### src/rtl/bflb_pkg.sv
// Shared constants, register indexes and types for the bitmap first/last bit search.
// No dependencies; every other file of the block imports this package.
`timescale 1ns / 1ps

package bflb_pkg;

  localparam int WORD_BITS  = 32;
  localparam int MAX_BITS   = 1024;

  // Derived widths.
  localparam int WORD_IDX_W = $clog2(WORD_BITS);
  localparam int POS_W      = $clog2(MAX_BITS);
  localparam int LEN_W      = POS_W + 1;
  localparam int CNT_W      = POS_W - WORD_IDX_W;
  localparam int WORDS_W    = CNT_W + 1;

  // Configuration port.
  localparam int CFG_IDX_W  = 4;
  localparam int CFG_DATA_W = LEN_W;
  localparam int MODE_W     = 2;

  localparam logic [CFG_IDX_W-1:0] REG_SEARCH_MODE = CFG_IDX_W'(0);
  localparam logic [CFG_IDX_W-1:0] REG_BIT_LENGTH  = CFG_IDX_W'(1);

  localparam logic [MODE_W-1:0] MODE_RESET = MODE_W'(0);
  localparam logic [LEN_W-1:0]  LEN_RESET  = LEN_W'(MAX_BITS);

  // Meaning of the search mode bits.
  localparam int MODE_INVERT_BIT = 0;  // search for clear bits
  localparam int MODE_LAST_BIT   = 1;  // search from the top down

  // Result of scanning one word.
  typedef struct packed {
    logic             hit;   // a matching bit lies in this word
    logic [POS_W-1:0] pos;   // its position across the whole bitmap
    logic             last;  // this word ends the bitmap
  } scan_t;

endpackage

### src/rtl/bflb_word_scan.sv
// Combinational scan of one bitmap word: length mask, optional inversion, priority encode.
// Depends on bflb_pkg for widths, mode bits and scan_t.
`timescale 1ns / 1ps

module bflb_word_scan import bflb_pkg::*; (
  input  logic [WORD_BITS-1:0] word,
  input  logic [MODE_W-1:0]    mode,
  input  logic [LEN_W-1:0]     bit_length,
  input  logic [CNT_W-1:0]     word_count,
  output scan_t                scan
);

  function automatic logic [WORD_IDX_W-1:0] lowest_one(input logic [WORD_BITS-1:0] t);
    logic [WORD_IDX_W-1:0] idx;
    idx = '0;
    for (int i = WORD_BITS - 1; i >= 0; i--) begin
      if (t[i]) idx = WORD_IDX_W'(i);
    end
    return idx;
  endfunction

  function automatic logic [WORD_IDX_W-1:0] highest_one(input logic [WORD_BITS-1:0] t);
    logic [WORD_IDX_W-1:0] idx;
    idx = '0;
    for (int i = 0; i < WORD_BITS; i++) begin
      if (t[i]) idx = WORD_IDX_W'(i);
    end
    return idx;
  endfunction

  logic [LEN_W-1:0]      len;
  logic [LEN_W-1:0]      len_round;
  logic [WORDS_W-1:0]    words;
  logic [LEN_W-1:0]      base;
  logic [LEN_W-1:0]      remain;
  logic [WORD_BITS-1:0]  mask;
  logic [WORD_BITS-1:0]  target;
  logic [WORD_IDX_W-1:0] idx;

  always_comb begin
    // A length of zero or beyond the maximum means the full bitmap.
    if (bit_length == '0 || bit_length > LEN_W'(MAX_BITS)) begin
      len = LEN_W'(MAX_BITS);
    end else begin
      len = bit_length;
    end
    len_round = len + LEN_W'(WORD_BITS - 1);
    words     = len_round[LEN_W-1:WORD_IDX_W];

    base   = {1'b0, word_count, {WORD_IDX_W{1'b0}}};
    remain = len - base;
    if (base >= len) begin
      mask = '0;
    end else if (remain >= LEN_W'(WORD_BITS)) begin
      mask = '1;
    end else begin
      mask = ~({WORD_BITS{1'b1}} << remain[WORD_IDX_W-1:0]);
    end

    target = (mode[MODE_INVERT_BIT] ? ~word : word) & mask;
    idx    = mode[MODE_LAST_BIT] ? highest_one(target) : lowest_one(target);

    scan.hit  = (target != '0);
    // The word base is a multiple of the word size, so the position is a concatenation.
    scan.pos  = {word_count, idx};
    scan.last = ({1'b0, word_count} + WORDS_W'(1)) >= words;
  end

endmodule

### config.mk
export PLATFORM = sky130hd
export DESIGN_NAME = bflb_word_scan
export DESIGN_NICKNAME = d
export VERILOG_FILES = /design/src/rtl/bflb_pkg.sv /design/src/rtl/bflb_word_scan.sv
export SDC_FILE = /design/constraint.sdc
export NUM_CORES = 1
export LEC_CHECK = 0
export ABC_AREA = 0
export BUFFER_PORTS_ARGS = -buffer_cell sky130_fd_sc_hd__buf_2
export CAP_MARGIN = 30
export CORE_MARGIN = 3
export CORE_UTILIZATION = 46
export DETAILED_ROUTE_END_ITERATION = 6
export GPL_ROUTABILITY_DRIVEN = 0
export GPL_TIMING_DRIVEN = 0
export PLACE_DENSITY = 0.7
export SLEW_MARGIN = 20
export SYNTH_ARGS = -nofsm -noshare
export SYNTH_HDL_FRONTEND = slang
export SYNTH_SLANG_ARGS = --single-unit
### constraint.sdc
create_clock -name vclk -period 5.3
set_input_delay 0.265 -clock vclk [all_inputs]
set_output_delay 0.265 -clock vclk [all_outputs]
set_load 0.02 [all_outputs]
# After elaboration in Yosys (flattened, before gate mapping)
# Cells that the tools add are included.
[word_totals]
register_bits = 0
inputBits = 50
output_inout_bits = 12
wordCells = 82
[op_classes]
n_addsub = 3
n_lt_le_gt_ge = 4
shifts = 1
n_mux = 68
n_bitwise = 3
reduce_logical = 3
[ops]
columns = ["op", "n"]
rows = [
  ["5-bit 2-to-1 mux", 63],
  ["32-bit 2-to-1 mux", 3],
  ["32-bit inverter", 2],
  ["32-bit AND", 1],
  ["32-bit nonzero test", 1],
  ["32-bit by 5-bit << shifter with 32-bit output (first input constant)", 1],
  ["11-bit by 5-bit adder with 11-bit output (second input constant)", 1],
  ["10-bit by 11-bit greater-or-equal comparator with 1-bit output", 1],
  ["11-bit by 6-bit greater-or-equal comparator with 1-bit output (second input constant)", 1],
  ["11-bit > comparator (second input constant)", 1],
  ["11-bit zero test", 1],
  ["11-bit 2-to-1 mux", 1],
  ["11-bit by 10-bit subtractor with 11-bit output", 1],
  ["5-bit by 1-bit adder with 6-bit output (second input constant)", 1],
  ["6-bit greater-or-equal comparator", 1],
  ["1-bit logical OR", 1],
  ["1-bit 2-to-1 mux", 1],
]

# Depth between registers and ports, before layout
# Gate-level depths: netlist of run 1.
[depth]
ltp_word = 42
mapped_depth = 19

# Worst setup path before layout of run 1
# OpenSTA, ideal clock, no wires.
[synth_path]
path_type = "input to output"
startpoint = "input port bit_length[10]"
endpoint = "output port scan[1] (netlist name)"
t_arrival_ns = 3.990
setup_slack_ns = 1.045
cell_stages = 18
path_buffers = 4
cell_sequence = "buf_2 -> buf_2 -> clkbuf_1 -> nand2b_1 -> ha_1 -> fa_1 -> or3_1 -> nand3_1 -> and3_1 -> and3_4 -> o221ai_2 -> buf_6 -> o311ai_0 -> and2_1 -> o21ai_0 -> nand3_1 -> a31oi_1 -> o32ai_1"
[synth_lines]
columns = ["element", "line_no", "source"]
rows = [
  ["start: declaration", "bflb_word_scan.sv:8", "input logic [LEN_W-1:0] bit_length,"],
  ["end: declaration", "bflb_word_scan.sv:10", "output scan_t scan"],
]

==> summary.md, run 1 <==
| Metric | Value |
|---|---|
| Synth Warn # | `0` |
| Slew Viols, Final | `0` |
| Sw Share | `0.602` |
| PD cells | `118 nW/um^2` |
| CP Buf/Inv Count | `7` |
| Status | `finished, final reports clean` |
| CP max stage cell | `fa_1` |
| Syn Area/Cell | `6.57 sq um` |
| Sequential share of power | `0` |
| Max Cap Violations | `0` |
| Cell count after synthesis | `407` |
| Core area | `roughly 5600 sq um` |
| WL per Instance | `16.0 um` |
| Worst path top cell family by delay | `compound AO/OA/AOI/OAI gates` |
| Placement Setup Slack | `135 ps` |
| DR WL met2 | `4.29 mm` |
| Initial DRT Pass Iterations | `5` |
| Endpoints failing setup | `0` |
| Distinct cells, synth | `79` |
| Total number of vias | `3286` |
| Non-Filler Instances | `roughly 540` |
| Syn Std Cell Area | `2670 sq um` |
| Crit end category | `primary output` |
| Critical path class | `in2out` |
| Largest net degree at the start of global routing | `11` |
| Critical Path AT | `4700 ps` |
| Synth area leaders | `xnor2_1 (7.5%), nand2_1 (6.6%), a21oi_1 (5.2%)` |
| Initial core utilization | `0.479` |
| GRT overflow | `0` |
| Detailed placement HPWL | `about 7.1 mm` |
| Post-synthesis sequential area ratio | `0` |
| First-pass GRT wire length | `13.7 mm` |
| Filler cells | `606` |
| Leak | `1.25 nW` |
| Final Cycle Share | `0.937` |
| Crit path max fanout | `10` |
| PnR Total Power | `0.000363 W` |
| Post-CTS Setup Inserts | `0` |
| Port bufs | `58` |
| DIE AREA | `6760 sq um` |
| Std-Cell Rows | `27` |
| Worst EP required | `5040 ps` |
| Uppermost layer routed | `met4` |
| Startpoint type of the worst setup path | `primary input` |
| Logic pwr share | `1.000` |
| # diodes | `0` |
| Psw | `about 0.00022 W` |
| Worst hold path class | `in2out` |
| Crit-path cells | `buf_2 > buf_2 > buf_2 > clkbuf_1 > nand2b_1 > ha_1 > fa_1 > o211ai_1 > a41oi_1 > o31ai_2 > clkbuf_2 > clkbuf_1 > o311ai_1 > o21ai_0 > a31oi_1 > a2111oi_2 > o2bb2ai_1 > o32ai_1 > buf_2` |
| Setup tns final | `0 ps` |
| DRT iter0 DRCs | `approximately 280` |
| # clk buffers | `0` |
| Post-DRT Antenna Nets | `0` |
| Fmax | `between 200 and 250 MHz` |
| Io pins | `62` |
| Worst Tran Pin Value | `729 ps` |
| Net Count, Synth | `468` |
| Share of the synthesized area in the top cell type | `0.0754` |
| Met1 Routed Length | `3.62 mm` |
| Area grow syn2layout | `14.9%` |
| Placed Cells | `between 500 and 600` |
| Most frequent CP cell | `buf_2` |
| Rel. slew slack | `0.514` |
| Met3 wire length | `433 um` |
| Largest area contributor in the netlist | `xnor2_1` |
| Seq_cells | `0` |
| Drt via density | `6.12` |
| RSZ-0062 raised after global routing | `false` |
| Routed Wire Length | `8.60 mm` |
| Final worst setup slack | `around 340 ps` |
| Nets | `528` |
| Fraction of layout cells with a size suffix above 1 | `0.230` |
| Antenna violations before repair | `0` |
| Drt drc | `0` |
| Peak supply drop | `0.0546 mV` |
| Clock network power share | `0` |
| Int Pwr | `approximately 0.00014 W` |
| Vias in the first global route | `2974` |
| Gr usage total | `0.252` |
| Die X | `between 80 and 90 um` |
| Tmin final | `4960 ps` |
| CP max stage delay | `490 ps` |
| Chip height | `82.2 um` |
| Fin. Hold Viols | `0` |
| Register Area | `0 sq um` |
## area by class of cell
cell class / instances / area [sq um] / area share
inverters: 16 / 60.1 / 0.0196
plain buffers: 31 / 185 / 0.0603
well taps: 72 / 90.1 / 0.0293
repair buffers: 58 / 290 / 0.0945
multi-input cells: 360 / 2440 / 0.796
## cells in the mapped netlist (all sizes together) (11+ instances only)
cell type,count
xor2,16
nand2,47
a211oi,14
a21oi,28
inv,16
o211ai,15
nor2b,11
nand3,15
xnor2,24
nor2,32
clkbuf,13
nor3,11
o21ai,23
buf,18
## worst paths after layout
check / endpoint / startpoint / cells after the start
max: scan[1] / bit_length[10] / 19
min: scan[8] / word_count[2] / 2
## power by group through the flow
stage / Clock [W] / Sequential, W / Combinational (W)
2_1_floorplan: 0 / 0 / 0.000261
3_3_place_gp: 0 / 0 / 0.000348
3_5_place_dp: 0 / 0 / 0.000354
4_1_cts: 0 / 0 / 0.000356
5_1_grt: 0 / 0 / 0.000400
6_report: 0 / 0 / 0.000363
## layer usage
layer / track usage / vias up
met2: 0.459 / 148
met5: 0 / -
met3: 0.00542 / 22
met1: 0.314 / 1502
met4: 0.0947 / 0
li1: - / 1614
## logic make-up (layout without fill, tap and decap cells)
group	Yosys count	in the layout	synth area share
buffers and inverters	47	105	0.0913
xor gates and xnor gates	40	40	0.134
and+or+nand+nor	170	170	0.340
muxes	1	1	0.00421
adders and majority gates	11	11	0.0543
AOI/OAI and AO/OA	138	138	0.376
## cells in the final DEF (no fill, tap or decap), drive strengths merged, types with 3 or more instances in the layout
cell / Yosys / layout
buf: 18 / 76
nand2: 47 / 47
nor2: 32 / 32
a21oi: 28 / 28
xnor2: 24 / 24
o21ai: 23 / 23
xor2: 16 / 16
inv: 16 / 16
o211ai: 15 / 15
nand3: 15 / 15
a211oi: 14 / 14
clkbuf: 13 / 13
nor2b: 11 / 11
nor3: 11 / 11
and2: 10 / 10
ha: 10 / 10
nand2b: 9 / 9
a31oi: 8 / 8
and3: 8 / 8
or2: 7 / 7
nor4: 6 / 6
o22ai: 4 / 4
or3: 4 / 4
a21o: 4 / 4
nand3b: 3 / 3
o221ai: 3 / 3
o311ai: 3 / 3
a221oi: 3 / 3
## through the flow
stage / utilization / hold slack (ps) / area, sq um
2_1_floorplan: - / 643 / 2670
3_3_place_gp: 0.548 / 750 / 3050
3_5_place_dp: 0.548 / 750 / 3050
4_1_cts: 0.548 / 752 / 3050
5_1_grt: 0.551 / 761 / 3070
6_report: 0.551 / 750 / 3070
## repair_timing
action                     in CTS  in global routing
hold endpoints to repair        0                  0
hold buffers                    0                  0
resized for setup               0                  4
setup endpoints to repair       0                  5
Power figures use the tool's default switching activity.
==> run 2: changes to the inputs <==
--- a/config.mk
+++ b/config.mk
@@ -9,11 +9,11 @@
 export BUFFER_PORTS_ARGS = -buffer_cell sky130_fd_sc_hd__buf_2
 export CAP_MARGIN = 30
 export CORE_MARGIN = 3
-export CORE_UTILIZATION = 46
+export CORE_UTILIZATION = 58
 export DETAILED_ROUTE_END_ITERATION = 6
 export GPL_ROUTABILITY_DRIVEN = 0
 export GPL_TIMING_DRIVEN = 0
-export PLACE_DENSITY = 0.7
+export PLACE_DENSITY = 0.85
 export SLEW_MARGIN = 20
 export SYNTH_ARGS = -nofsm -noshare
 export SYNTH_HDL_FRONTEND = slang
==> run 2 against run 1 <==
  * Global-route usage up 4.9 points
  * Via count up 4.4%
  * Highest routed layer unchanged
  * Sequential share of layout area unchanged
  * Hold slack worse by 2.4 ps
  * Maximum frequency down 1.4%
  * Critical path depth up 2
==> summary.md, run 2 (synthesis results as in run 1) <==
| Metric | Value |
|---|---|
| Status | `finished, final reports clean (unchanged)` |
| Post-cts resize count | `0 (unchanged)` |
| Initial DRT Pass Iterations | `6 (was 5)` |
| Core area | `4410 sq um (was 5570 sq um)` |
| Worst Tran Pin Value | `720 ps (was 729 ps)` |
| DIE AREA | `5460 sq um (was 6760 sq um)` |
| Endpoints failing setup | `0 (unchanged)` |
| Cell area after layout | `3050 sq um (was 3070 sq um)` |
| Non-Filler Instances | `517 (was 537)` |
| Max Cap Violations | `0 (unchanged)` |
| PD cells | `120 nW/um^2 (was 118 nW/um^2)` |
| Crit-path cells | `buf_2 > buf_2 > buf_2 > clkbuf_1 > nand2b_1 > ha_1 > fa_1 > or3_1 > nand3_1 > and3_1 > a21oi_1 > o221ai_4 > buf_6 > buf_6 > nor2_1 > nor3_2 > o21ai_1 > a2111oi_2 > o2bb2ai_1 > o32ai_1 > buf_2 (was buf_2 > buf_2 > buf_2 > clkbuf_1 > nand2b_1 > ha_1 > fa_1 > o211ai_1 > a41oi_1 > o31ai_2 > clkbuf_2 > clkbuf_1 > o311ai_1 > o21ai_0 > a31oi_1 > a2111oi_2 > o2bb2ai_1 > o32ai_1 > buf_2)` |
| Final Cycle Share | `0.950 (was 0.937)` |
| Nets | `528 (unchanged)` |
| Slew Viols, Final | `0 (unchanged)` |
| Total number of vias | `3429 (was 3286)` |
| Io pins | `62 (unchanged)` |
| Vias in the first global route | `2948 (was 2974)` |
| Antenna violations before repair | `0 (unchanged)` |
| Most frequent CP cell | `buf_2 (unchanged)` |
| Chip height | `73.9 um (was 82.2 um)` |
| CP max stage delay | `500 ps (was 490 ps)` |
| Rel. slew slack | `0.520 (was 0.514)` |
| Startpoint type of the worst setup path | `primary input (unchanged)` |
| Critical Path AT | `4770 ps (was 4700 ps)` |
| # clk buffers | `0 (unchanged)` |
| Worst hold path class | `in2out (unchanged)` |
| Seq_cells | `0 (unchanged)` |
| Fin. Hold Viols | `0 (unchanged)` |
| Drt via density | `6.63 (was 6.12)` |
| Fraction of layout cells with a size suffix above 1 | `0.232 (was 0.230)` |
| GRT overflow | `0 (unchanged)` |
| Peak supply drop | `0.0595 mV (was 0.0546 mV)` |
| Most frequent cells in the layout | `buf_2 (64), nand2_1 (47), nor2_1 (31) (unchanged)` |
| PnR Total Power | `0.000365 W (was 0.000363 W)` |
| Die X | `73.9 um (was 82.2 um)` |
| Commonest non-fill, non-tap cell in the layout | `buf_2 (unchanged)` |
| WL per Instance | `16.5 um (was 16.0 um)` |
| Post-CTS Setup Inserts | `0 (unchanged)` |
| Placed Area | `3030 sq um (was 3050 sq um)` |
| Port bufs | `58 (unchanged)` |
| Register Area | `0 sq um (unchanged)` |
| Critical path class | `in2out (unchanged)` |
| Fmax | `199 MHz (was 201 MHz)` |
| Crit path max fanout | `10 (unchanged)` |
| CP max stage cell | `fa_1 (unchanged)` |
| Initial core utilization | `0.605 (was 0.479)` |
| Worst EP required | `5040 ps (about the same)` |
| Drt drc | `0 (unchanged)` |
| Leak | `1.25 nW (about the same)` |
| First-pass GRT wire length | `13.3 mm (was 13.7 mm)` |
| Largest net degree at the start of global routing | `11 (unchanged)` |
| Setup tns final | `0 ps (unchanged)` |
| Crit end category | `primary output (unchanged)` |
| Worst hold start | `word_count[2] (unchanged)` |
| Placed Cells | `517 (was 537)` |
| Std-Cell Rows | `24 (was 27)` |
| Area grow syn2layout | `14.0% (was 14.9%)` |
| Tmin final | `5040 ps (was 4960 ps)` |
| Multi-input logic area | `2440 sq um (unchanged)` |
| Routed Wire Length | `8.55 mm (was 8.60 mm)` |
| Filler cells | `411 (was 606)` |
| Hold_buf cts | `0 (unchanged)` |
| Core Util, Final | `0.690 (was 0.551)` |
| DRT iter0 DRCs | `368 (was 284)` |
| Gr usage total | `0.301 (was 0.252)` |
| Detailed placement HPWL | `6.82 mm (was 7.12 mm)` |
| Post-DRT Antenna Nets | `0 (unchanged)` |
| Beginning of the critical path | `bit_length[10] (unchanged)` |
| # diodes | `0 (unchanged)` |
[run 2: per-layer routing]
layer / global-route usage / vias up / routed length (um)
met5: 0 / - / 0
met4: 0.123 / 0 / 380
met3: 0.0178 / 51 / 748
met2: 0.548 / 233 / 4190
met1: 0.362 / 1528 / 3240
li1: - / 1617 / -
[run 2: area by class of cell]
| class | count | share of cell area |
|---|---|---|
| multi-input cells | 360 | 0.802 |
| repair buffers | 58 | 0.0953 |
| plain buffers | 31 | 0.0612 |
| well taps | 52 | 0.0214 |
| inverters | 16 | 0.0197 |
[run 2: final timing paths]
kind / to / slack (ps) / cells after the start
min: scan[8] / 750 / 2
max: scan[1] / 260 / 21
[run 2: worst max-delay path, delay by kind of cell]
| family | cells | cell delay [ps] |
|---|---|---|
| and+or+nand+nor | 6 | 1130 |
| AOI/OAI and AO/OA | 6 | 1340 |
| buffers and inverters | 7 | 1300 |
| adders and majority gates | 2 | 710 |
[run 2: power breakdown]
part / internal (W) / switching [W]
logic: 0.000145 / 0.000220
registers: 0 / 0
clock network: 0 / 0
[run 2: per-stage QoR]
| step | setup slack [ps] | hold WS, ps |
|---|---|---|
| 2_1_floorplan | 1040 | 643 |
| 3_3_place_gp | 271 | 749 |
| 3_5_place_dp | 248 | 750 |
| 4_1_cts | 205 | 750 |
| 5_1_grt | -9.76 | 755 |
| 6_report | 265 | 748 |
